===== src/design/pgfc_pkg.sv =====
// Package: shared types, constants and register indexes for the PPS gated frequency counter.
package pgfc_pkg;

  localparam int TIME_BITS       = 48;
  localparam int GATE_COUNT_BITS = 40;
  localparam int SEC_BITS        = 25;
  localparam int ERR_BITS        = 32;
  localparam int WIN_BITS        = 24;
  localparam int LOCK_BITS       = 4;
  localparam int GATE_SEC_BITS   = 16;
  localparam int CFG_IDX_BITS    = 3;
  localparam int CFG_DATA_BITS   = 32;
  localparam int CMD_FIFO_DEPTH  = 2;

  // Request codes
  localparam logic [2:0] REQ_PPS     = 3'd0;
  localparam logic [2:0] REQ_WDOG    = 3'd1;
  localparam logic [2:0] REQ_SETTLE  = 3'd2;
  localparam logic [2:0] REQ_START   = 3'd3;
  localparam logic [2:0] REQ_RST_ERR = 3'd4;

  // Report codes
  localparam logic [1:0] REP_NONE   = 2'd0;
  localparam logic [1:0] REP_SECOND = 2'd1;
  localparam logic [1:0] REP_LONG   = 2'd2;

  // Status codes
  localparam logic STATUS_OK       = 1'b0;
  localparam logic STATUS_REJECTED = 1'b1;

  // Configuration register indexes
  localparam logic [CFG_IDX_BITS-1:0] CFG_WINDOW_LOW  = 3'd0;
  localparam logic [CFG_IDX_BITS-1:0] CFG_WINDOW_HIGH = 3'd1;
  localparam logic [CFG_IDX_BITS-1:0] CFG_LOCK_PULSES = 3'd2;
  localparam logic [CFG_IDX_BITS-1:0] CFG_GATE_SEC    = 3'd3;
  localparam logic [CFG_IDX_BITS-1:0] CFG_NOMINAL     = 3'd4;
  localparam logic [CFG_IDX_BITS-1:0] CFG_LATE_LIMIT  = 3'd5;

  // Register reset values
  localparam logic [WIN_BITS-1:0]      RST_WINDOW_LOW  = 24'd800000;
  localparam logic [WIN_BITS-1:0]      RST_WINDOW_HIGH = 24'd1200000;
  localparam logic [LOCK_BITS-1:0]     RST_LOCK_PULSES = 4'd8;
  localparam logic [GATE_SEC_BITS-1:0] RST_GATE_SEC    = 16'd1;
  localparam logic [SEC_BITS-1:0]      RST_NOMINAL     = 25'd10000000;
  localparam logic [WIN_BITS-1:0]      RST_LATE_LIMIT  = 24'd500000;

  typedef struct packed {
    logic [WIN_BITS-1:0]      window_low_us;
    logic [WIN_BITS-1:0]      window_high_us;
    logic [LOCK_BITS-1:0]     lock_pulses;
    logic [GATE_SEC_BITS-1:0] gate_seconds;
    logic [SEC_BITS-1:0]      nominal_count;
    logic [WIN_BITS-1:0]      late_limit_us;
  } cfg_t;

  typedef struct packed {
    logic [2:0]                 req_type;
    logic [TIME_BITS-1:0]       time_us;
    logic [SEC_BITS-1:0]        second_count;
    logic [GATE_COUNT_BITS-1:0] long_gate_count;
  } req_t;

  typedef struct packed {
    logic [3:0]                 seq_state;
    logic                       locked;
    logic                       gate_arm;
    logic                       clear_counters;
    logic [1:0]                 report;
    logic signed [ERR_BITS-1:0] error_ticks;
    logic [ERR_BITS-1:0]        error_seconds;
    logic [GATE_COUNT_BITS-1:0] cumulative_count;
    logic                       status;
  } rsp_t;

  // Classified command passed from the front end to the sequencer
  typedef enum logic [2:0] {
    CMD_NONE,
    CMD_PPS,
    CMD_LOSS,
    CMD_SETTLE,
    CMD_START,
    CMD_RST_ERR,
    CMD_BAD
  } cmd_kind_e;

  typedef struct packed {
    cmd_kind_e                  kind;
    logic                       locked;
    logic                       late;
    logic [SEC_BITS-1:0]        second_count;
    logic [ERR_BITS-1:0]        second_err;
    logic [GATE_COUNT_BITS-1:0] long_gate_count;
  } cmd_t;

endpackage


===== src/design/pgfc_if.sv =====
// Interfaces: request, response and configuration channels.
interface pgfc_req_if import pgfc_pkg::*; ();
  logic valid;
  logic ready;
  req_t data;
  modport source (output valid, output data, input ready);
  modport sink   (input valid, input data, output ready);
endinterface

interface pgfc_rsp_if import pgfc_pkg::*; ();
  logic valid;
  logic ready;
  rsp_t data;
  modport source (output valid, output data, input ready);
  modport sink   (input valid, input data, output ready);
endinterface

interface pgfc_cfg_if import pgfc_pkg::*; ();
  logic                     valid;
  logic                     ready;
  logic [CFG_IDX_BITS-1:0]  idx;
  logic [CFG_DATA_BITS-1:0] data;
  modport source (output valid, output idx, output data, input ready);
  modport sink   (input valid, input idx, input data, output ready);
endinterface


===== src/design/pgfc_front.sv =====
// Front end: PPS qualification, lock bookkeeping and request classification.
module pgfc_front import pgfc_pkg::*; (
  input  logic  clk_i,
  input  logic  rst_ni,
  input  cfg_t  cfg_i,
  input  logic  req_valid_i,
  input  req_t  req_i,
  input  logic  push_ready_i,
  output logic  req_ready_o,
  output logic  push_valid_o,
  output cmd_t  cmd_o
);

  logic [TIME_BITS-1:0] last_pps_q, last_pps_d;
  logic [LOCK_BITS-1:0] good_q, good_d;
  logic                 locked_q, locked_d;
  logic [TIME_BITS-1:0] diff;
  logic                 in_window;
  logic                 fire;

  assign req_ready_o  = push_ready_i;
  assign push_valid_o = req_valid_i;
  assign fire         = req_valid_i && push_ready_i;

  assign diff      = req_i.time_us - last_pps_q;
  assign in_window = (diff > TIME_BITS'(cfg_i.window_low_us)) &&
                     (diff < TIME_BITS'(cfg_i.window_high_us));

  always_comb begin
    last_pps_d = last_pps_q;
    good_d     = good_q;
    locked_d   = locked_q;
    cmd_o.kind = CMD_NONE;
    cmd_o.late = diff > TIME_BITS'(cfg_i.late_limit_us);
    cmd_o.second_count    = req_i.second_count;
    cmd_o.long_gate_count = req_i.long_gate_count;
    cmd_o.second_err = ERR_BITS'(req_i.second_count) - ERR_BITS'(cfg_i.nominal_count);
    unique case (req_i.req_type)
      REQ_PPS: begin
        last_pps_d = req_i.time_us;
        if (good_q == '0 || in_window) begin
          if (good_q < cfg_i.lock_pulses) begin
            good_d = good_q + 1'b1;
          end else begin
            locked_d   = 1'b1;
            cmd_o.kind = CMD_PPS;
          end
        end else begin
          good_d = '0;
          if (locked_q) begin
            locked_d   = 1'b0;
            cmd_o.kind = CMD_LOSS;
          end
        end
      end
      REQ_WDOG: begin
        good_d = '0;
        if (locked_q) begin
          locked_d   = 1'b0;
          cmd_o.kind = CMD_LOSS;
        end
      end
      REQ_SETTLE:  cmd_o.kind = CMD_SETTLE;
      REQ_START:   cmd_o.kind = CMD_START;
      REQ_RST_ERR: cmd_o.kind = CMD_RST_ERR;
      default:     cmd_o.kind = CMD_BAD;
    endcase
    cmd_o.locked = locked_d;
  end

  always_ff @(posedge clk_i or negedge rst_ni) begin
    if (!rst_ni) begin
      last_pps_q <= '0;
      good_q     <= '0;
      locked_q   <= 1'b0;
    end else if (fire) begin
      last_pps_q <= last_pps_d;
      good_q     <= good_d;
      locked_q   <= locked_d;
    end
  end

endmodule


===== src/design/pgfc_fifo.sv =====
// Command queue between the front end and the sequencer.
module pgfc_fifo import pgfc_pkg::*; (
  input  logic clk_i,
  input  logic rst_ni,
  input  logic push_valid_i,
  input  cmd_t push_cmd_i,
  output logic push_ready_o,
  output logic pop_valid_o,
  output cmd_t pop_cmd_o,
  input  logic pop_ready_i
);

  localparam int PtrW = $clog2(CMD_FIFO_DEPTH);
  localparam int CntW = $clog2(CMD_FIFO_DEPTH + 1);

  cmd_t            mem_q [CMD_FIFO_DEPTH];
  logic [PtrW-1:0] wr_ptr_q, rd_ptr_q;
  logic [CntW-1:0] count_q;
  logic            push, pop;

  assign push_ready_o = count_q != CntW'(CMD_FIFO_DEPTH);
  assign pop_valid_o  = count_q != '0;
  assign pop_cmd_o    = mem_q[rd_ptr_q];
  assign push = push_valid_i && push_ready_o;
  assign pop  = pop_valid_o && pop_ready_i;

  always_ff @(posedge clk_i) begin
    if (push) begin
      mem_q[wr_ptr_q] <= push_cmd_i;
    end
  end

  always_ff @(posedge clk_i or negedge rst_ni) begin
    if (!rst_ni) begin
      wr_ptr_q <= '0;
      rd_ptr_q <= '0;
      count_q  <= '0;
    end else begin
      if (push) begin
        wr_ptr_q <= (wr_ptr_q == PtrW'(CMD_FIFO_DEPTH - 1)) ? '0 : wr_ptr_q + 1'b1;
      end
      if (pop) begin
        rd_ptr_q <= (rd_ptr_q == PtrW'(CMD_FIFO_DEPTH - 1)) ? '0 : rd_ptr_q + 1'b1;
      end
      unique case ({push, pop})
        2'b10:   count_q <= count_q + 1'b1;
        2'b01:   count_q <= count_q - 1'b1;
        default: count_q <= count_q;
      endcase
    end
  end

endmodule


===== src/design/pgfc_back.sv =====
// Back end: gate sequencer, error accumulation and response register.
module pgfc_back import pgfc_pkg::*; (
  input  logic       clk_i,
  input  logic       rst_ni,
  input  cfg_t       cfg_i,
  input  logic       cmd_valid_i,
  input  cmd_t       cmd_i,
  output logic       cmd_ready_o,
  pgfc_rsp_if.source rsp_o
);

  typedef enum logic [3:0] {
    ST_STARTUP     = 4'd0,
    ST_WAIT_BEFORE = 4'd1,
    ST_PAST_BEFORE = 4'd2,
    ST_WAIT_FIRST  = 4'd3,
    ST_PAST_FIRST  = 4'd4,
    ST_WAIT_NEXT   = 4'd5,
    ST_PAST_NEXT   = 4'd6,
    ST_WAIT_LAST   = 4'd7,
    ST_PAST_LAST   = 4'd8
  } seq_state_e;

  seq_state_e                 state_q, state_d;
  logic [GATE_SEC_BITS-1:0]   left_q, left_d;
  logic                       gate_q, gate_d;
  logic [ERR_BITS-1:0]        err_q, err_d;
  logic [ERR_BITS-1:0]        dur_q, dur_d;
  logic [GATE_COUNT_BITS-1:0] cum_q, cum_d, cum_sum, cum_out;
  logic                       clr, status;
  logic [1:0]                 rep;
  logic                       out_valid_q;
  rsp_t                       out_q;
  logic                       take;

  assign cmd_ready_o = !out_valid_q || rsp_o.ready;
  assign take        = cmd_valid_i && cmd_ready_o;
  assign cum_sum     = cum_q + GATE_COUNT_BITS'(cmd_i.second_count);

  always_comb begin
    state_d = state_q;
    left_d  = left_q;
    gate_d  = gate_q;
    err_d   = err_q;
    dur_d   = dur_q;
    cum_d   = cum_q;
    clr     = 1'b0;
    rep     = REP_NONE;
    status  = STATUS_OK;
    cum_out = cum_q;
    unique case (cmd_i.kind)
      CMD_PPS, CMD_LOSS: begin
        if (state_q == ST_STARTUP || state_q > ST_PAST_LAST) begin
          status = STATUS_REJECTED;
        end else if (cmd_i.kind == CMD_LOSS || !state_q[0]) begin
          gate_d  = 1'b0;
          state_d = ST_WAIT_BEFORE;
        end else begin
          state_d = seq_state_e'(state_q + 4'd1);
        end
      end
      CMD_SETTLE: begin
        if (state_q != ST_PAST_BEFORE && state_q != ST_PAST_FIRST &&
            state_q != ST_PAST_NEXT && state_q != ST_PAST_LAST) begin
          status = STATUS_REJECTED;
        end else if (cmd_i.late) begin
          gate_d  = 1'b0;
          state_d = ST_WAIT_BEFORE;
        end else if (state_q == ST_PAST_BEFORE) begin
          clr     = 1'b1;
          gate_d  = 1'b0;
          state_d = ST_WAIT_FIRST;
        end else if (state_q == ST_PAST_FIRST) begin
          clr     = 1'b1;
          cum_d   = '0;
          dur_d   = '0;
          err_d   = '0;
          left_d  = (cfg_i.gate_seconds == '0) ? GATE_SEC_BITS'(1) : cfg_i.gate_seconds;
          gate_d  = 1'b1;
          state_d = ST_WAIT_NEXT;
        end else if (state_q == ST_PAST_NEXT) begin
          rep   = REP_SECOND;
          dur_d = dur_q + 1'b1;
          err_d = err_q + cmd_i.second_err;
          if (left_q < cfg_i.gate_seconds) begin
            cum_d = cum_sum;
          end
          left_d = left_q - 1'b1;
          if (left_q == GATE_SEC_BITS'(1)) begin
            gate_d  = 1'b0;
            state_d = ST_WAIT_LAST;
          end else begin
            state_d = ST_WAIT_NEXT;
          end
        end else begin
          // long gate done: correct error by the long count, restart the gate
          rep     = REP_LONG;
          err_d   = err_q + cmd_i.long_gate_count[ERR_BITS-1:0] - cum_sum[ERR_BITS-1:0];
          cum_d   = '0;
          left_d  = (cfg_i.gate_seconds == '0) ? GATE_SEC_BITS'(1) : cfg_i.gate_seconds;
          gate_d  = 1'b1;
          state_d = ST_WAIT_NEXT;
        end
      end
      CMD_START: begin
        if (state_q == ST_STARTUP) begin
          gate_d  = 1'b0;
          state_d = ST_WAIT_FIRST;
        end else begin
          status = STATUS_REJECTED;
        end
      end
      CMD_RST_ERR: begin
        err_d = '0;
        dur_d = '0;
      end
      CMD_BAD:  status = STATUS_REJECTED;
      default: ;
    endcase
    cum_out = (rep == REP_LONG) ? cum_sum : cum_d;
  end

  always_ff @(posedge clk_i or negedge rst_ni) begin
    if (!rst_ni) begin
      state_q     <= ST_STARTUP;
      left_q      <= '0;
      gate_q      <= 1'b0;
      err_q       <= '0;
      dur_q       <= '0;
      cum_q       <= '0;
      out_valid_q <= 1'b0;
    end else begin
      if (take) begin
        state_q     <= state_d;
        left_q      <= left_d;
        gate_q      <= gate_d;
        err_q       <= err_d;
        dur_q       <= dur_d;
        cum_q       <= cum_d;
        out_valid_q <= 1'b1;
      end else if (rsp_o.ready) begin
        out_valid_q <= 1'b0;
      end
    end
  end

  always_ff @(posedge clk_i) begin
    if (take) begin
      out_q.seq_state        <= state_d;
      out_q.locked           <= cmd_i.locked;
      out_q.gate_arm         <= gate_d;
      out_q.clear_counters   <= clr;
      out_q.report           <= rep;
      out_q.error_ticks      <= err_d;
      out_q.error_seconds    <= dur_d;
      out_q.cumulative_count <= cum_out;
      out_q.status           <= status;
    end
  end

  assign rsp_o.valid = out_valid_q;
  assign rsp_o.data  = out_q;

endmodule


===== src/design/pps_gated_frequency_counter_unit.sv =====
// Top level: PPS gated frequency counter with configuration registers.
// Path: the front end classifies a request in its accept cycle, the command queue
//   registers the command, and the sequencer registers the response.
// Throughput: one transaction per cycle unless stalled; a 2-entry command queue decouples the
//   front end from the response register so either side may stall.
// Reset (rst_ni, async low): registers take their default values, lock and
//   sequencer state clear, the queue empties.
module pps_gated_frequency_counter_unit import pgfc_pkg::*; (
  input  logic      clk_i,
  input  logic      rst_ni,
  pgfc_cfg_if.sink  cfg_i,
  pgfc_req_if.sink  req_i,
  pgfc_rsp_if.source rsp_o
);

  // sequencer state codes as seen on the response
  localparam logic [3:0] SEQ_WAIT_FIRST = 4'd3;
  localparam logic [3:0] SEQ_WAIT_NEXT  = 4'd5;
  localparam logic [3:0] SEQ_WAIT_LAST  = 4'd7;

  cfg_t cfg_q;
  logic push_valid, push_ready;
  cmd_t push_cmd;
  logic pop_valid, pop_ready;
  cmd_t pop_cmd;

  // Configuration registers; writes are always taken, unknown indexes ignored.
  assign cfg_i.ready = 1'b1;

  always_ff @(posedge clk_i or negedge rst_ni) begin
    if (!rst_ni) begin
      cfg_q.window_low_us  <= RST_WINDOW_LOW;
      cfg_q.window_high_us <= RST_WINDOW_HIGH;
      cfg_q.lock_pulses    <= RST_LOCK_PULSES;
      cfg_q.gate_seconds   <= RST_GATE_SEC;
      cfg_q.nominal_count  <= RST_NOMINAL;
      cfg_q.late_limit_us  <= RST_LATE_LIMIT;
    end else if (cfg_i.valid) begin
      unique case (cfg_i.idx)
        CFG_WINDOW_LOW:  cfg_q.window_low_us  <= cfg_i.data[WIN_BITS-1:0];
        CFG_WINDOW_HIGH: cfg_q.window_high_us <= cfg_i.data[WIN_BITS-1:0];
        CFG_LOCK_PULSES: cfg_q.lock_pulses    <= cfg_i.data[LOCK_BITS-1:0];
        CFG_GATE_SEC:    cfg_q.gate_seconds   <= cfg_i.data[GATE_SEC_BITS-1:0];
        CFG_NOMINAL:     cfg_q.nominal_count  <= cfg_i.data[SEC_BITS-1:0];
        CFG_LATE_LIMIT:  cfg_q.late_limit_us  <= cfg_i.data[WIN_BITS-1:0];
        default: ;
      endcase
    end
  end

  // Front end: owns PPS timing and lock; emits one command per transaction.
  pgfc_front u_front (
    .clk_i        (clk_i),
    .rst_ni       (rst_ni),
    .cfg_i        (cfg_q),
    .req_valid_i  (req_i.valid),
    .req_i        (req_i.data),
    .push_ready_i (push_ready),
    .req_ready_o  (req_i.ready),
    .push_valid_o (push_valid),
    .cmd_o        (push_cmd)
  );

  pgfc_fifo u_fifo (
    .clk_i        (clk_i),
    .rst_ni       (rst_ni),
    .push_valid_i (push_valid),
    .push_cmd_i   (push_cmd),
    .push_ready_o (push_ready),
    .pop_valid_o  (pop_valid),
    .pop_cmd_o    (pop_cmd),
    .pop_ready_i  (pop_ready)
  );

  // Back end: sequencer and accumulators, registered response.
  pgfc_back u_back (
    .clk_i       (clk_i),
    .rst_ni      (rst_ni),
    .cfg_i       (cfg_q),
    .cmd_valid_i (pop_valid),
    .cmd_i       (pop_cmd),
    .cmd_ready_o (pop_ready),
    .rsp_o       (rsp_o)
  );

  // A rejected transaction never clears counters or reports.
  assert property (@(posedge clk_i) disable iff (!rst_ni)
    rsp_o.valid && rsp_o.data.status |->
      !rsp_o.data.clear_counters && rsp_o.data.report == REP_NONE)
    else $error("rejected transaction had side effects");

  // Long-gate report restarts the gate.
  assert property (@(posedge clk_i) disable iff (!rst_ni)
    rsp_o.valid && rsp_o.data.report == REP_LONG |->
      rsp_o.data.gate_arm && rsp_o.data.seq_state == SEQ_WAIT_NEXT)
    else $error("long report without gate restart");

  // Counter clear only happens when moving into a waiting state.
  assert property (@(posedge clk_i) disable iff (!rst_ni)
    rsp_o.valid && rsp_o.data.clear_counters |->
      rsp_o.data.seq_state == SEQ_WAIT_FIRST || rsp_o.data.seq_state == SEQ_WAIT_NEXT)
    else $error("clear outside gate setup");

  // A per-second report lands in the next-pps or last-pps wait state.
  assert property (@(posedge clk_i) disable iff (!rst_ni)
    rsp_o.valid && rsp_o.data.report == REP_SECOND |->
      rsp_o.data.seq_state == SEQ_WAIT_NEXT || rsp_o.data.seq_state == SEQ_WAIT_LAST)
    else $error("per-second report in wrong state");

endmodule


===== src/flat_wrapper.sv =====
// flat-port wrapper written by rule: the top's interface ports become plain ports
module pps_gated_frequency_counter_unit_flat import pgfc_pkg::*;
  (clk_i, rst_ni, cfg_i_valid, cfg_i_idx, cfg_i_data, cfg_i_ready, req_i_valid, req_i_data, req_i_ready, rsp_o_valid, rsp_o_data, rsp_o_ready);
  pgfc_cfg_if cfg_i_i ();
  pgfc_req_if req_i_i ();
  pgfc_rsp_if rsp_o_i ();
  input  logic clk_i;
  input  logic rst_ni;
  input wire logic [$bits(cfg_i_i.valid)-1:0] cfg_i_valid;
  input wire logic [$bits(cfg_i_i.idx)-1:0] cfg_i_idx;
  input wire logic [$bits(cfg_i_i.data)-1:0] cfg_i_data;
  output wire logic [$bits(cfg_i_i.ready)-1:0] cfg_i_ready;
  input wire logic [$bits(req_i_i.valid)-1:0] req_i_valid;
  input wire logic [$bits(req_i_i.data)-1:0] req_i_data;
  output wire logic [$bits(req_i_i.ready)-1:0] req_i_ready;
  output wire logic [$bits(rsp_o_i.valid)-1:0] rsp_o_valid;
  output wire logic [$bits(rsp_o_i.data)-1:0] rsp_o_data;
  input wire logic [$bits(rsp_o_i.ready)-1:0] rsp_o_ready;
  assign cfg_i_i.valid = cfg_i_valid;
  assign cfg_i_i.idx = cfg_i_idx;
  assign cfg_i_i.data = cfg_i_data;
  assign cfg_i_ready = cfg_i_i.ready;
  assign req_i_i.valid = req_i_valid;
  assign req_i_i.data = req_i_data;
  assign req_i_ready = req_i_i.ready;
  assign rsp_o_valid = rsp_o_i.valid;
  assign rsp_o_data = rsp_o_i.data;
  assign rsp_o_i.ready = rsp_o_ready;
  pps_gated_frequency_counter_unit u_core (.clk_i(clk_i), .rst_ni(rst_ni), .cfg_i(cfg_i_i), .req_i(req_i_i), .rsp_o(rsp_o_i));
endmodule

===== config.mk =====
export PLATFORM = sky130hd
export DESIGN_NAME = pps_gated_frequency_counter_unit_flat
export DESIGN_NICKNAME = d
export VERILOG_FILES = /design/src/design/pgfc_pkg.sv /design/src/design/pgfc_if.sv /design/src/design/pgfc_front.sv /design/src/design/pgfc_fifo.sv /design/src/design/pgfc_back.sv /design/src/design/pps_gated_frequency_counter_unit.sv /design/src/flat_wrapper.sv
export SDC_FILE = /design/constraint.sdc
export NUM_CORES = 1
export LEC_CHECK = 0
export ABC_AREA = 1
export CELL_PAD_IN_SITES_DETAIL_PLACEMENT = 0
export CELL_PAD_IN_SITES_GLOBAL_PLACEMENT = 1
export CORE_UTILIZATION = 30
export DETAILED_ROUTE_END_ITERATION = 10
export DONT_BUFFER_PORTS = 1
export PLACE_DENSITY = 0.58
export REMOVE_ABC_BUFFERS = 1
export SYNTH_ARGS = -nofsm -noshare
export SYNTH_HDL_FRONTEND = slang
export SYNTH_SLANG_ARGS = --single-unit

===== constraint.sdc =====
create_clock -name clk_i -period 5.2 [get_ports clk_i]
set_input_delay 1.04 -clock clk_i [delete_from_list [all_inputs] [get_ports clk_i]]
set_output_delay 1.04 -clock clk_i [all_outputs]
set_load 0.05 [all_outputs]

After elaboration in Yosys (flattened, before gate mapping)
Memory sizes are Yosys's and may differ from the RTL's.
Cells that the tools add are included.
- $add $sub $neg: 14
- multiply operators: 0
- divide/modulo/power cells: 0
- order comparisons: 6
- eq/ne operators: 28
- shift operators: 0
- mux-type cells: 72
- bitwise logic cells: 4
- reductions and logical operators: 32
- operators by type and width (kind ; count):
    $mux W32 ; 10
    $mux W40 ; 8
    $pmux W32 S2 ; 2
    $gt A48 B24 Y1 ; 2
    $add A32 B32 Y32 ; 2
    $lt A48 B24 Y1 ; 1
    $mux W16 ; 3
    $sub A48 B48 Y48 ; 1
    $add A40 B25 Y40 ; 1
    $mux W4 ; 10
    $add A32 B1 Y32 const B ; 1
    $sub A32 B32 Y32 ; 1
    $sub A25 B25 Y26 ; 1
    $mux W1 ; 23
    $eq A3 B2 Y1 const B ; 6
    $eq A3 B3 Y1 const B ; 6
    $eq A16 B1 Y1 const B ; 1
    $logic_not A16 Y1 ; 1
    $lt A16 B16 Y1 ; 1
    $mux W2 ; 8
    $sub A16 B1 Y16 const B ; 1
    $pmux W3 S5 ; 1
    $reduce_and A2 Y1 ; 7
    $pmux W4 S3 ; 1
    33 further kinds ; 57
- register bits after elaboration: 414
- latch bits: 0
- bits in writable memories: 204
- bits in read-only memories: 0
- input port bits: 156
- output and inout bits: 117
- word-level logic and storage cells: 185
- memories kept: 1
- memory list (memory ; depth ; width ; read ports ; clocked after memory_dff ; write ports ; RTL line ; text):
    u_core.u_fifo.mem_q ; 2 ; 102 ; 1 ; 0 ; 1 ; pgfc_fifo.sv:16 ; cmd_t mem_q [CMD_FIFO_DEPTH];

Longest topological paths before layout
Gate-level depths: netlist of the first run.
An unclocked memory read counts as a cell.
- word-level depth: 10
- gate-level depth with buffers: 39
- depth with buffers taken out: 37

By module
A second synthesis of the first run with hierarchy kept.
- cell total of the unflattened synthesis: 5574
- area, all modules: 42062.8 µm²
- modules (own cells, without submodules) (module ; instances ; cells an instance ; area each (µm²) ; seq. area each (µm²)):
    pgfc_back ; 1 ; 2799 ; 19730.2 ; 6576.3
    pgfc_front ; 1 ; 1693 ; 10034.6 ; 1326.3
    pgfc_fifo ; 1 ; 563 ; 7679.9 ; 6226.0
    pps_gated_frequency_counter_unit ; 1 ; 519 ; 4618.2 ; 2966.6

Worst setup path before layout of the first run
OpenSTA, ideal clock, no wires.
- path kind: input-to-reg
- from: input rsp_o_ready
- to: register u_core.u_fifo.count_q[1]
- library setup time: 0.131 ns
- arrival time: 6.067 ns
- required time: 5.069 ns
- setup slack: -0.998 ns
- stages: 8
- path buffers: 2
- path through: nor2_1 a21oi_1 clkbuf_1 clkbuf_1 ha_1 a21oi_1 o21ai_0 xor2_1
- cells in the longest elaborated chain, start to end: 4
- elaborated cells on any way between the ends: 6
- those cells by class: eq/ne (2); mux (1); reduce/logical (3)
- RTL lines (what ; RTL line ; text):
    start: declaration ; flat_wrapper.sv:18 ; input wire logic [$bits(rsp_o_i.ready)-1:0] rsp_o_ready;
    $logic_or A1 B1 Y1 * ; pgfc_back.sv:36 ; assign cmd_ready_o = !out_valid_q || rsp_o.ready;
    $logic_and A1 B1 Y1 * ; n/a ;
    net u_core.u_back.take ; pgfc_back.sv:34 ; logic take;
    $eq A2 B1 Y1 or $eq A2 B2 Y1 (tied branches) ; pgfc_fifo.sv:45 ; unique case ({push, pop})
    $pmux W2 S2 or $reduce_bool A2 Y1 (tied branches) ; n/a ;
    end signal: assignment ; pgfc_fifo.sv:46 ; 2'b10: count_q <= count_q + 1'b1;
    end signal: assignment ; pgfc_fifo.sv:47 ; 2'b01: count_q <= count_q - 1'b1;
    end signal: assignment ; pgfc_fifo.sv:48 ; default: count_q <= count_q;
    end: declaration ; pgfc_fifo.sv:18 ; logic [CntW-1:0] count_q;
Mark *: on every way through the listed nets, which the timed path passes. The rest lies on a longest branch.
A chain may end at the register's enable or synchronous reset.

Final worst setup path of the first run
- from: register u_core.u_fifo.rd_ptr_q
- to: register u_core.u_back.out_q (netlist bit u_core.u_back.rsp_o.data[102]) (data pin)
- cells in the longest elaborated chain, start to end: 9
- elaborated cells on any way between the ends: 13
- those cells by class: add/sub (4); eq/ne (2); mux (6); memory (1)
- RTL lines (what ; RTL line ; text):
    start: declaration ; pgfc_fifo.sv:17 ; logic [PtrW-1:0] wr_ptr_q, rd_ptr_q;
    start signal: assignment ; pgfc_fifo.sv:43 ; rd_ptr_q <= (rd_ptr_q == PtrW'(CMD_FIFO_DEPTH - 1)) ? '0 : rd_ptr_q + 1'b1;
    $mem_v2 Z2 W102 * ; n/a ;
    $add A40 B25 Y40 or $add A32 B32 Y32 (tied branches) ; pgfc_back.sv:38, pgfc_back.sv:98 ;
    $sub A32 B32 Y32 ; pgfc_back.sv:98 ; err_d = err_q + cmd_i.long_gate_count[ERR_BITS-1:0] - cum_sum[ERR_BITS-1:0];
    $mux W32 ; pgfc_back.sv:81 ; end else if (state_q == ST_PAST_NEXT) begin
    $mux W32 ; pgfc_back.sv:73 ; end else if (state_q == ST_PAST_FIRST) begin
    $mux W32 ; pgfc_back.sv:69 ; end else if (state_q == ST_PAST_BEFORE) begin
    $mux W32 ; pgfc_back.sv:66 ; end else if (cmd_i.late) begin
    $mux W32 ; pgfc_back.sv:63 ; if (state_q != ST_PAST_BEFORE && state_q != ST_PAST_FIRST &&
    $pmux W32 S2 * ; pgfc_back.sv:51 ; unique case (cmd_i.kind)
    net u_core.u_back.err_d[29] ; pgfc_back.sv:27 ; logic [ERR_BITS-1:0] err_q, err_d;
    end: declaration ; pgfc_back.sv:33 ; rsp_t out_q;
Marked as above.

==> reports/results.tsv, run 1 <==
metric	value	unit
Ys Warns	0	
status	completed	
Clock Sink Count	590	
Placed Area	42460	µm²
pre-CTS WS	-0.2824	ns
Max stage delay cell, worst path	dfrtp_4	
RSZ-0062 raised after global routing	true	
worst flop-to-flop path startpoint	u_core.u_fifo.rd_ptr_q	
H-tree levels	3	
Crit path top cell by count	nand2_2	
Die Width	360.2	µm
dpl cells	6770	
drt pass-1 iters	5	
crit end category	flip-flop	
instance count on the critical path	31	
Max clock buf depth	3	
Setup WS post-layout	0.2987	ns
layout cells sized above 1	0.1218	
CTS tree	yes	
setup violators final	0	
syn avg cell area	7.816	µm²
RR Endpoint	u_core.u_back.rsp_o.data[102]	
max cap viols	0	
DR iter-0 viols	1969	
Clock Latency Late Sink	0.68	ns
Worst-Margin Slew	1.083	ns
synthesized flop and latch total	590	
Worst R2R Path Depth	31	
Slew Limit Fails	0	
Yosys cell types	66	
cts hold-fix bufs	0	
vias per cell	4.725	
largest fanout on the critical path	17	
Overflow after GRT	0	
Tot GR Track Use	0.2013	
number of cell rows	131	
final instance area	45880	µm²
hold crit path type	in -> async	
Synth Instances	4926	
core area	127400	µm²
global placement routability congestion	0.8605	
via count	32690	
clock skew	0.03717	ns
Die ar.	129800	µm²
DR WL/cell	18.93	µm
Synth Cell Area	38500	µm²
drt total wl	130.9	mm
final worst path period need	4.901	ns
post-synthesis sequential area ratio	0.4222	
Port Buffers	0	
Max Clk Rate	204.0	MHz
Async SR Flop Fraction	0.5085	
Worst Path Buf+Inv	7	
vias in the first global route	32270	
pin count of the biggest net entering global routing	301	
Area Overhead vs Synth	19.17	%
crit-path max cell delay	0.52	ns
Num CTS Buffers	75	
Arr. time, crit path	5.31	ns
Crit Path Class	reg -> reg	
final non-filler cell total	6918	
WP data required	5.61	ns
R2R Setup Slk	0.30	ns
first-pass GRT wire length	198.9	mm
Layout Nets	5641	
Root Buffer	clkbuf_16	
post-route ant nets	0	
Tcrit/Tclk final	0.9426	
drt drc	0	
number of I/O pins	273	
predominant post-synthesis flop cell	edfxtp_1	
starting density of the core	0.3023	
EDFF count, synth	290	
cell family with most CP delay	simple AND/OR/NAND/NOR gates	
die span in y	360.2	µm
Clock transition at path regs	0.06	ns
initial antenna violation count	9	
final hold violations	0	
post-DP HPWL	101.3	mm
slew margin rel.	0.2781	
CP Launch Type	flip-flop	
==> worst reg2reg max path, delay by kind of cell, from the launching register on <==
kind | cells | cell delay, ns
buffers and inverters | 7 | 1.08
adder cells (fa/ha/maj) | 3 | 1.05
AND/OR/NAND/NOR | 17 | 1.28
XOR/XNOR | 1 | 0.12
AO/OA/AOI/OAI | 3 | 0.61
flip-flops | 1 | 0.52
==> how the worst max path moves through the flow <==
stage | startpoint | slack, ns | to
after global routing | u_core.u_fifo.rd_ptr_q | -0.03 | u_core.u_back.rsp_o.data[100]
after detailed placement | u_core.u_fifo.rd_ptr_q | -0.28 | u_core.u_back.err_q[22]
after global placement | u_core.u_fifo.rd_ptr_q | -0.27 | u_core.u_back.rsp_o.data[102]
final | u_core.u_fifo.rd_ptr_q | 0.30 | u_core.u_back.rsp_o.data[102]
after floorplan | rsp_o_ready | -12.49 | u_core.u_back.left_q[15]
after CTS | u_core.u_fifo.rd_ptr_q | -0.001 | u_core.u_back.rsp_o.data[98]
==> cells in the final DEF, fill, tap and decap left out, types with 9 or more instances in the layout <==
| master | count |
|---|---|
| xnor2_1 | 36 |
| nor3_1 | 45 |
| bufinv_16 | 9 |
| o22ai_1 | 59 |
| nand3_1 | 154 |
| nand2_2 | 29 |
| nor2_1 | 304 |
| o21ai_2 | 9 |
| ha_1 | 247 |
| nor2_2 | 17 |
| clkbuf_8 | 9 |
| or2_2 | 10 |
| a21o_1 | 29 |
| dfrtp_1 | 268 |
| o21ai_0 | 331 |
| buf_4 | 303 |
| ha_4 | 16 |
| a22oi_1 | 20 |
| xor2_1 | 80 |
| dfstp_2 | 31 |
| nand4_1 | 60 |
| fa_1 | 27 |
| o21bai_1 | 20 |
| nor4_1 | 17 |
| clkbuf_1 | 18 |
| a21oi_2 | 10 |
| o21ai_1 | 56 |
| o211ai_1 | 34 |
| a31oi_1 | 16 |
| edfxtp_1 | 290 |
| clkbuf_16 | 78 |
| inv_1 | 743 |
| a21oi_1 | 333 |
| nand2_1 | 1340 |
| inv_2 | 17 |
==> registers in the layout, summed over array words and instances (netlist names) <==
register,flops
u_core.u_back.dur_q,32
u_core.u_fifo.mem_q,176
u_core.u_fifo.count_q,2
u_core.u_back.rsp_o.data,114
u_core.u_front.good_q,4
u_core.u_back.gate_q,1
u_core.u_back.cum_q,40
u_core.u_front.last_pps_q,48
u_core.u_fifo.wr_ptr_q,1
u_core.u_fifo.rd_ptr_q,1
u_core.u_back.left_q,16
u_core.u_back.rsp_o.valid,1
u_core.cfg_q,117
u_core.u_front.locked_q,1
u_core.u_back.state_q,4
u_core.u_back.err_q,32
==> stage by stage <==
| step | utilization | TNS [ns] | hold slack [ns] |
|---|---|---|---|
| 3_3_place_gp | 0.3334 | -4.676 | 0.4668 |
| 5_1_grt | 0.3603 | -0.1408 | 0.04286 |
| 4_1_cts | 0.3549 | -0.001083 | 0.03118 |
| 6_report | 0.3603 | 0 | 0.08757 |
| 2_1_floorplan | - | -1994.19 | 0.4530 |
| 3_5_place_dp | 0.3334 | -5.116 | 0.4735 |
==> synth_stat cells, drive strengths merged, types with 20 or more instances <==
cell type  count  area share
a22oi         20      0.0039
fa            28       0.015
xnor2         41      0.0093
clkbuf        85      0.0083
inv          762       0.074
o22ai         59      0.0096
o211ai        34      0.0066
xor2          85       0.019
edfxtp       290        0.23
a21oi        351       0.046
nand3        162       0.021
nand2       1373        0.13
nor3          51      0.0072
a31oi         20      0.0032
a21o          29      0.0057
nand4         60      0.0097
o21ai        399       0.052
dfstp         31       0.021
nor2         329       0.034
o21bai        21      0.0041
buf           39      0.0048
dfrtp        269        0.17
ha           265       0.086
==> kinds of logic after synthesis <==
group	share of synthesized area
compound gates	0.1443
xor+xnor	0.02866
fa+ha+maj	0.1007
buf+inv	0.08758
flops	0.4222
mux	0.0008124
other cells	0.00009740
simple gates	0.2157
==> cell type report <==
type	instances	area (µm²)
timing repair buffer	313	2434
multi-input combinational	3449	19630
clock inverter	34	465.4
sequential	590	16260
tap	1662	2079
fill	13360	81470
inverter	763	2869
clock buffer	105	2143
antenna	2	5.005
==> per-layer routing <==
metal	vias up	global-route usage	wire length [µm]
li1	16770	-	-
met1	15180	0.2558	57970
met2	580	0.3523	64130
met3	150	0.03313	6100
met4	10	0.05053	2671
met5	-	0	66
==> timing repair <==
item	CTS	global route
buffers inserted	0	7
endpoints found under the setup margin	35	37
gates resized for setup	32	139
pin swaps	7	35
Power of run 1 is left out: the tool's default activity adds up to more than one toggle a clock period on the data nets, which glitch-free logic cannot reach.
==> run 2: changes to the inputs <==
--- a/config.mk
+++ b/config.mk
@@ -5,13 +5,12 @@
 export SDC_FILE = /design/constraint.sdc
 export NUM_CORES = 1
 export LEC_CHECK = 0
-export ABC_AREA = 1
 export CELL_PAD_IN_SITES_DETAIL_PLACEMENT = 0
 export CELL_PAD_IN_SITES_GLOBAL_PLACEMENT = 1
 export CORE_UTILIZATION = 30
 export DETAILED_ROUTE_END_ITERATION = 10
 export DONT_BUFFER_PORTS = 1
-export PLACE_DENSITY = 0.58
+export PLACE_DENSITY = 0.56
 export REMOVE_ABC_BUFFERS = 1
 export SYNTH_ARGS = -nofsm -noshare
 export SYNTH_HDL_FRONTEND = slang
==> reports/results.tsv, run 2 <==
metric	value	unit	change
Max stage delay cell, worst path	or4b_4		
Tcrit/Tclk final	1.169		+0.2262
Crit path top cell by count	buf_4		
Port Buffers	0		unchanged
Clock Sink Count	590		unchanged
CP Launch Type	flip-flop		
initial antenna violation count	8		-1
WP data required	5.64	ns	+0.03 ns
status	finished, violations left		
commonest cells in the netlist	466 x nand2_1, 355 x o21ai_0, 290 x edfxtp_1		
syn avg cell area	9.916	µm²	+27%
Slew Limit Fails	0		unchanged
Arr. time, crit path	6.52	ns	+1.21 ns
setup violators final	38		+38
H-tree levels	3		unchanged
R2R Setup Slk	-0.88	ns	-1.18 ns
multi-input gate area in the final layout	19040	µm²	-3.0%
register area	16260	µm²	unchanged
top-count cell post-synth	nand2_1		
Finished Core Util	0.3725		+0.01222
Root Buffer	clkbuf_16		
Area Overhead vs Synth	22.90	%	
Clock Latency Late Sink	0.71	ns	+0.03 ns
vias per cell	5.000		+5.8%
pin count of the biggest net entering global routing	301		unchanged
Max clock buf depth	3		unchanged
Async SR Flop Fraction	0.5085		unchanged
number of cell rows	126		-3.8%
Overflow after GRT	0		unchanged
via count	27910		-15%
core area	118200	µm²	-7.2%
crit-path max cell delay	0.58	ns	+0.06 ns
post-synthesis sequential area ratio	0.4536		+0.03140
Max Clk Rate	164.5	MHz	-19%
cts hold-fix bufs	0		unchanged
Synth Instances	3614		-27%
commonest non-fill, non-tap cell in the layout	nand2_1		
Worst-Margin Slew	1.298	ns	+0.2157 ns
VDD IR-drop max	0.3813	mV	
drt pass-1 iters	5		unchanged
synthesized flop and latch total	590		unchanged
worst flop-to-flop path startpoint	u_core.u_fifo.rd_ptr_q		
max cap viols	0		unchanged
Yosys cell types	89		+35%
Synth Cell Area	35840	µm²	-6.9%
CTS tree	yes		
Crit Path Class	reg -> reg		
failing checks	negative setup slack		
predominant post-synthesis flop cell	edfxtp_1		
vias in the first global route	27960		-13%
Placed Area	40220	µm²	-5.3%
hold crit path type	in -> async		
number of fill cells	11920		-11%
Die ar.	120800	µm²	-6.9%
max reg flops	176		unchanged
Die Width	347.6	µm	-3.5%
final hold violations	0		unchanged
EDFF count, synth	290		unchanged
post-route ant nets	0		unchanged
Setup WS post-layout	-0.8773	ns	-1.176 ns
Area contributors post-synth	edfxtp_1 24%, dfrtp_1 19%, ha_1 9.3%, mux2_2 5.6%, o21ai_0 5.0%		
DR iter-0 viols	1555		-21%
final worst path period need	6.077	ns	+1.176 ns
Top reg by flops	u_core.u_fifo.mem_q		
first-pass GRT wire length	172.3	mm	-13%
starting density of the core	0.3031		+0.0007724
Num CTS Buffers	75		unchanged
post-DP HPWL	83.85	mm	-17%
RR Endpoint	u_core.u_back.rsp_o.data[102]		
drt total wl	114.2	mm	-13%
Ys Warns	0		unchanged
Worst R2R Path Depth	28		-9.7%
Layout Nets	4432		-21%
layout cells sized above 1	0.2268		+0.1050
Clock transition at path regs	0.06	ns	about the same
global placement routability congestion	0.8587		-0.21%
final instance area	44040	µm²	-4.0%
slew margin rel.	0.1264		-0.1518
most frequent cells in the layout	462 x nand2_1, 393 x buf_4, 315 x o21ai_0, 290 x edfxtp_1, 268 x dfrtp_1		
Yosys top cell by area	edfxtp_1		
share of the synthesized area in the top cell type	0.2430		+0.01682
DR WL/cell	20.46	µm	+8.1%
Tot GR Track Use	0.1868		-0.01443
number of I/O pins	273		unchanged
crit end category	flip-flop		
Power Density	637.0	nW/µm²	
clock skew	0.06735	ns	+0.03018 ns
drt drc	0		unchanged
Leak Pwr	18.88	nW	
die span in y	347.6	µm	-3.5%
largest fanout on the critical path	6		-11
RSZ-0062 raised after global routing	true		
run 2: layout make-up:
| cell class | count | share of cell area |
|---|---|---|
| Inverter | 252 | 0.02179 |
| Multi-Input combinational cell | 2645 | 0.4323 |
| Antenna cell | 2 | 0.0001136 |
| Timing Repair Buffer | 419 | 0.07480 |
| Sequential cell | 590 | 0.3691 |
| Clock buffer | 97 | 0.04702 |
| Clock inverter | 40 | 0.01122 |
| Tap cell | 1536 | 0.04364 |
run 2: worst max-delay path, delay by kind of cell (launching register included):
| family | cells | cell delay [ns] |
|---|---|---|
| AO/OA/AOI/OAI | 11 | 2.06 |
| XOR/XNOR | 2 | 0.26 |
| adder cells (fa/ha/maj) | 4 | 1.17 |
| buffers and inverters | 6 | 0.67 |
| flip-flops | 1 | 0.56 |
| multiplexers | 1 | 0.33 |
| AND/OR/NAND/NOR | 4 | 0.76 |
run 2: cell families (layout without fill, tap and decap cells):
family,Yosys count,after routing,share of synthesized area
adder cells (fa/ha/maj),293,293,0.1082
flip-flops,590,590,0.4536
buffers and inverters,379,808,0.03998
XOR/XNOR,140,140,0.03422
other,1,3,0.0001046
AO/OA/AOI/OAI,960,960,0.1678
AND/OR/NAND/NOR,1052,1052,0.1344
multiplexers,199,199,0.06180
run 2: routing by layer:
| metal | up-vias | share of wire | track usage |
|---|---|---|---|
| met5 | - | 0.00018 | 0 |
| met4 | 4 | 0.025 | 0.05134 |
| met3 | 142 | 0.055 | 0.04200 |
| met2 | 537 | 0.47 | 0.3104 |
| met1 | 13460 | 0.45 | 0.2427 |
| li1 | 13760 | - | - |
run 2: worst max path at each step:
stage	endpoint	cells after the start	from	slack (ns)
after global placement	u_core.u_back.err_q[30]	29	u_core.u_fifo.rd_ptr_q	-1.74
after detailed placement	u_core.u_back.err_q[30]	29	u_core.u_fifo.rd_ptr_q	-1.84
after CTS	u_core.u_back.rsp_o.data[102]	27	u_core.u_fifo.rd_ptr_q	-0.92
after global routing	u_core.u_back.err_q[30]	31	u_core.u_fifo.rd_ptr_q	-1.10
final	u_core.u_back.rsp_o.data[102]	28	u_core.u_fifo.rd_ptr_q	-0.88
after floorplan	u_core.u_back.cum_q[25]	5	u_core.u_fifo.count_q[0]	-5.18
run 2: timing repair:
item	in CTS	in global routing
setup buffers	24	24
pin swaps	80	85
gates cloned	1	0
endpoints found under the setup margin	49	56
gates resized for setup	147	71
run 2: metrics by stage:
step	power, mW	setup TNS (ns)	cells	hold WS (ns)	setup slack (ns)
finish	28.06	-17.18	5581	0.1177	-0.8773
global route	30.14	-25.93	5580	0.05885	-1.096
CTS	27.76	-17.28	5560	0.01989	-0.9157
detailed placement	21.25	-46.98	5401	0.4738	-1.841
global placement	21.23	-44.62	5401	0.4649	-1.736
floorplan	16.10	-1134.84	3487	0.4466	-5.179
run 2: power breakdown:
part           switching (mW)  leakage, nW  internal, mW  total (mW)
registers                1.56         6.54          6.30        7.87
clock network            2.27         1.25          3.16        5.43
logic                    7.81         11.1          6.95        14.8
total                    11.6         18.9          16.4        28.1
Power figures use the tool's default switching activity.
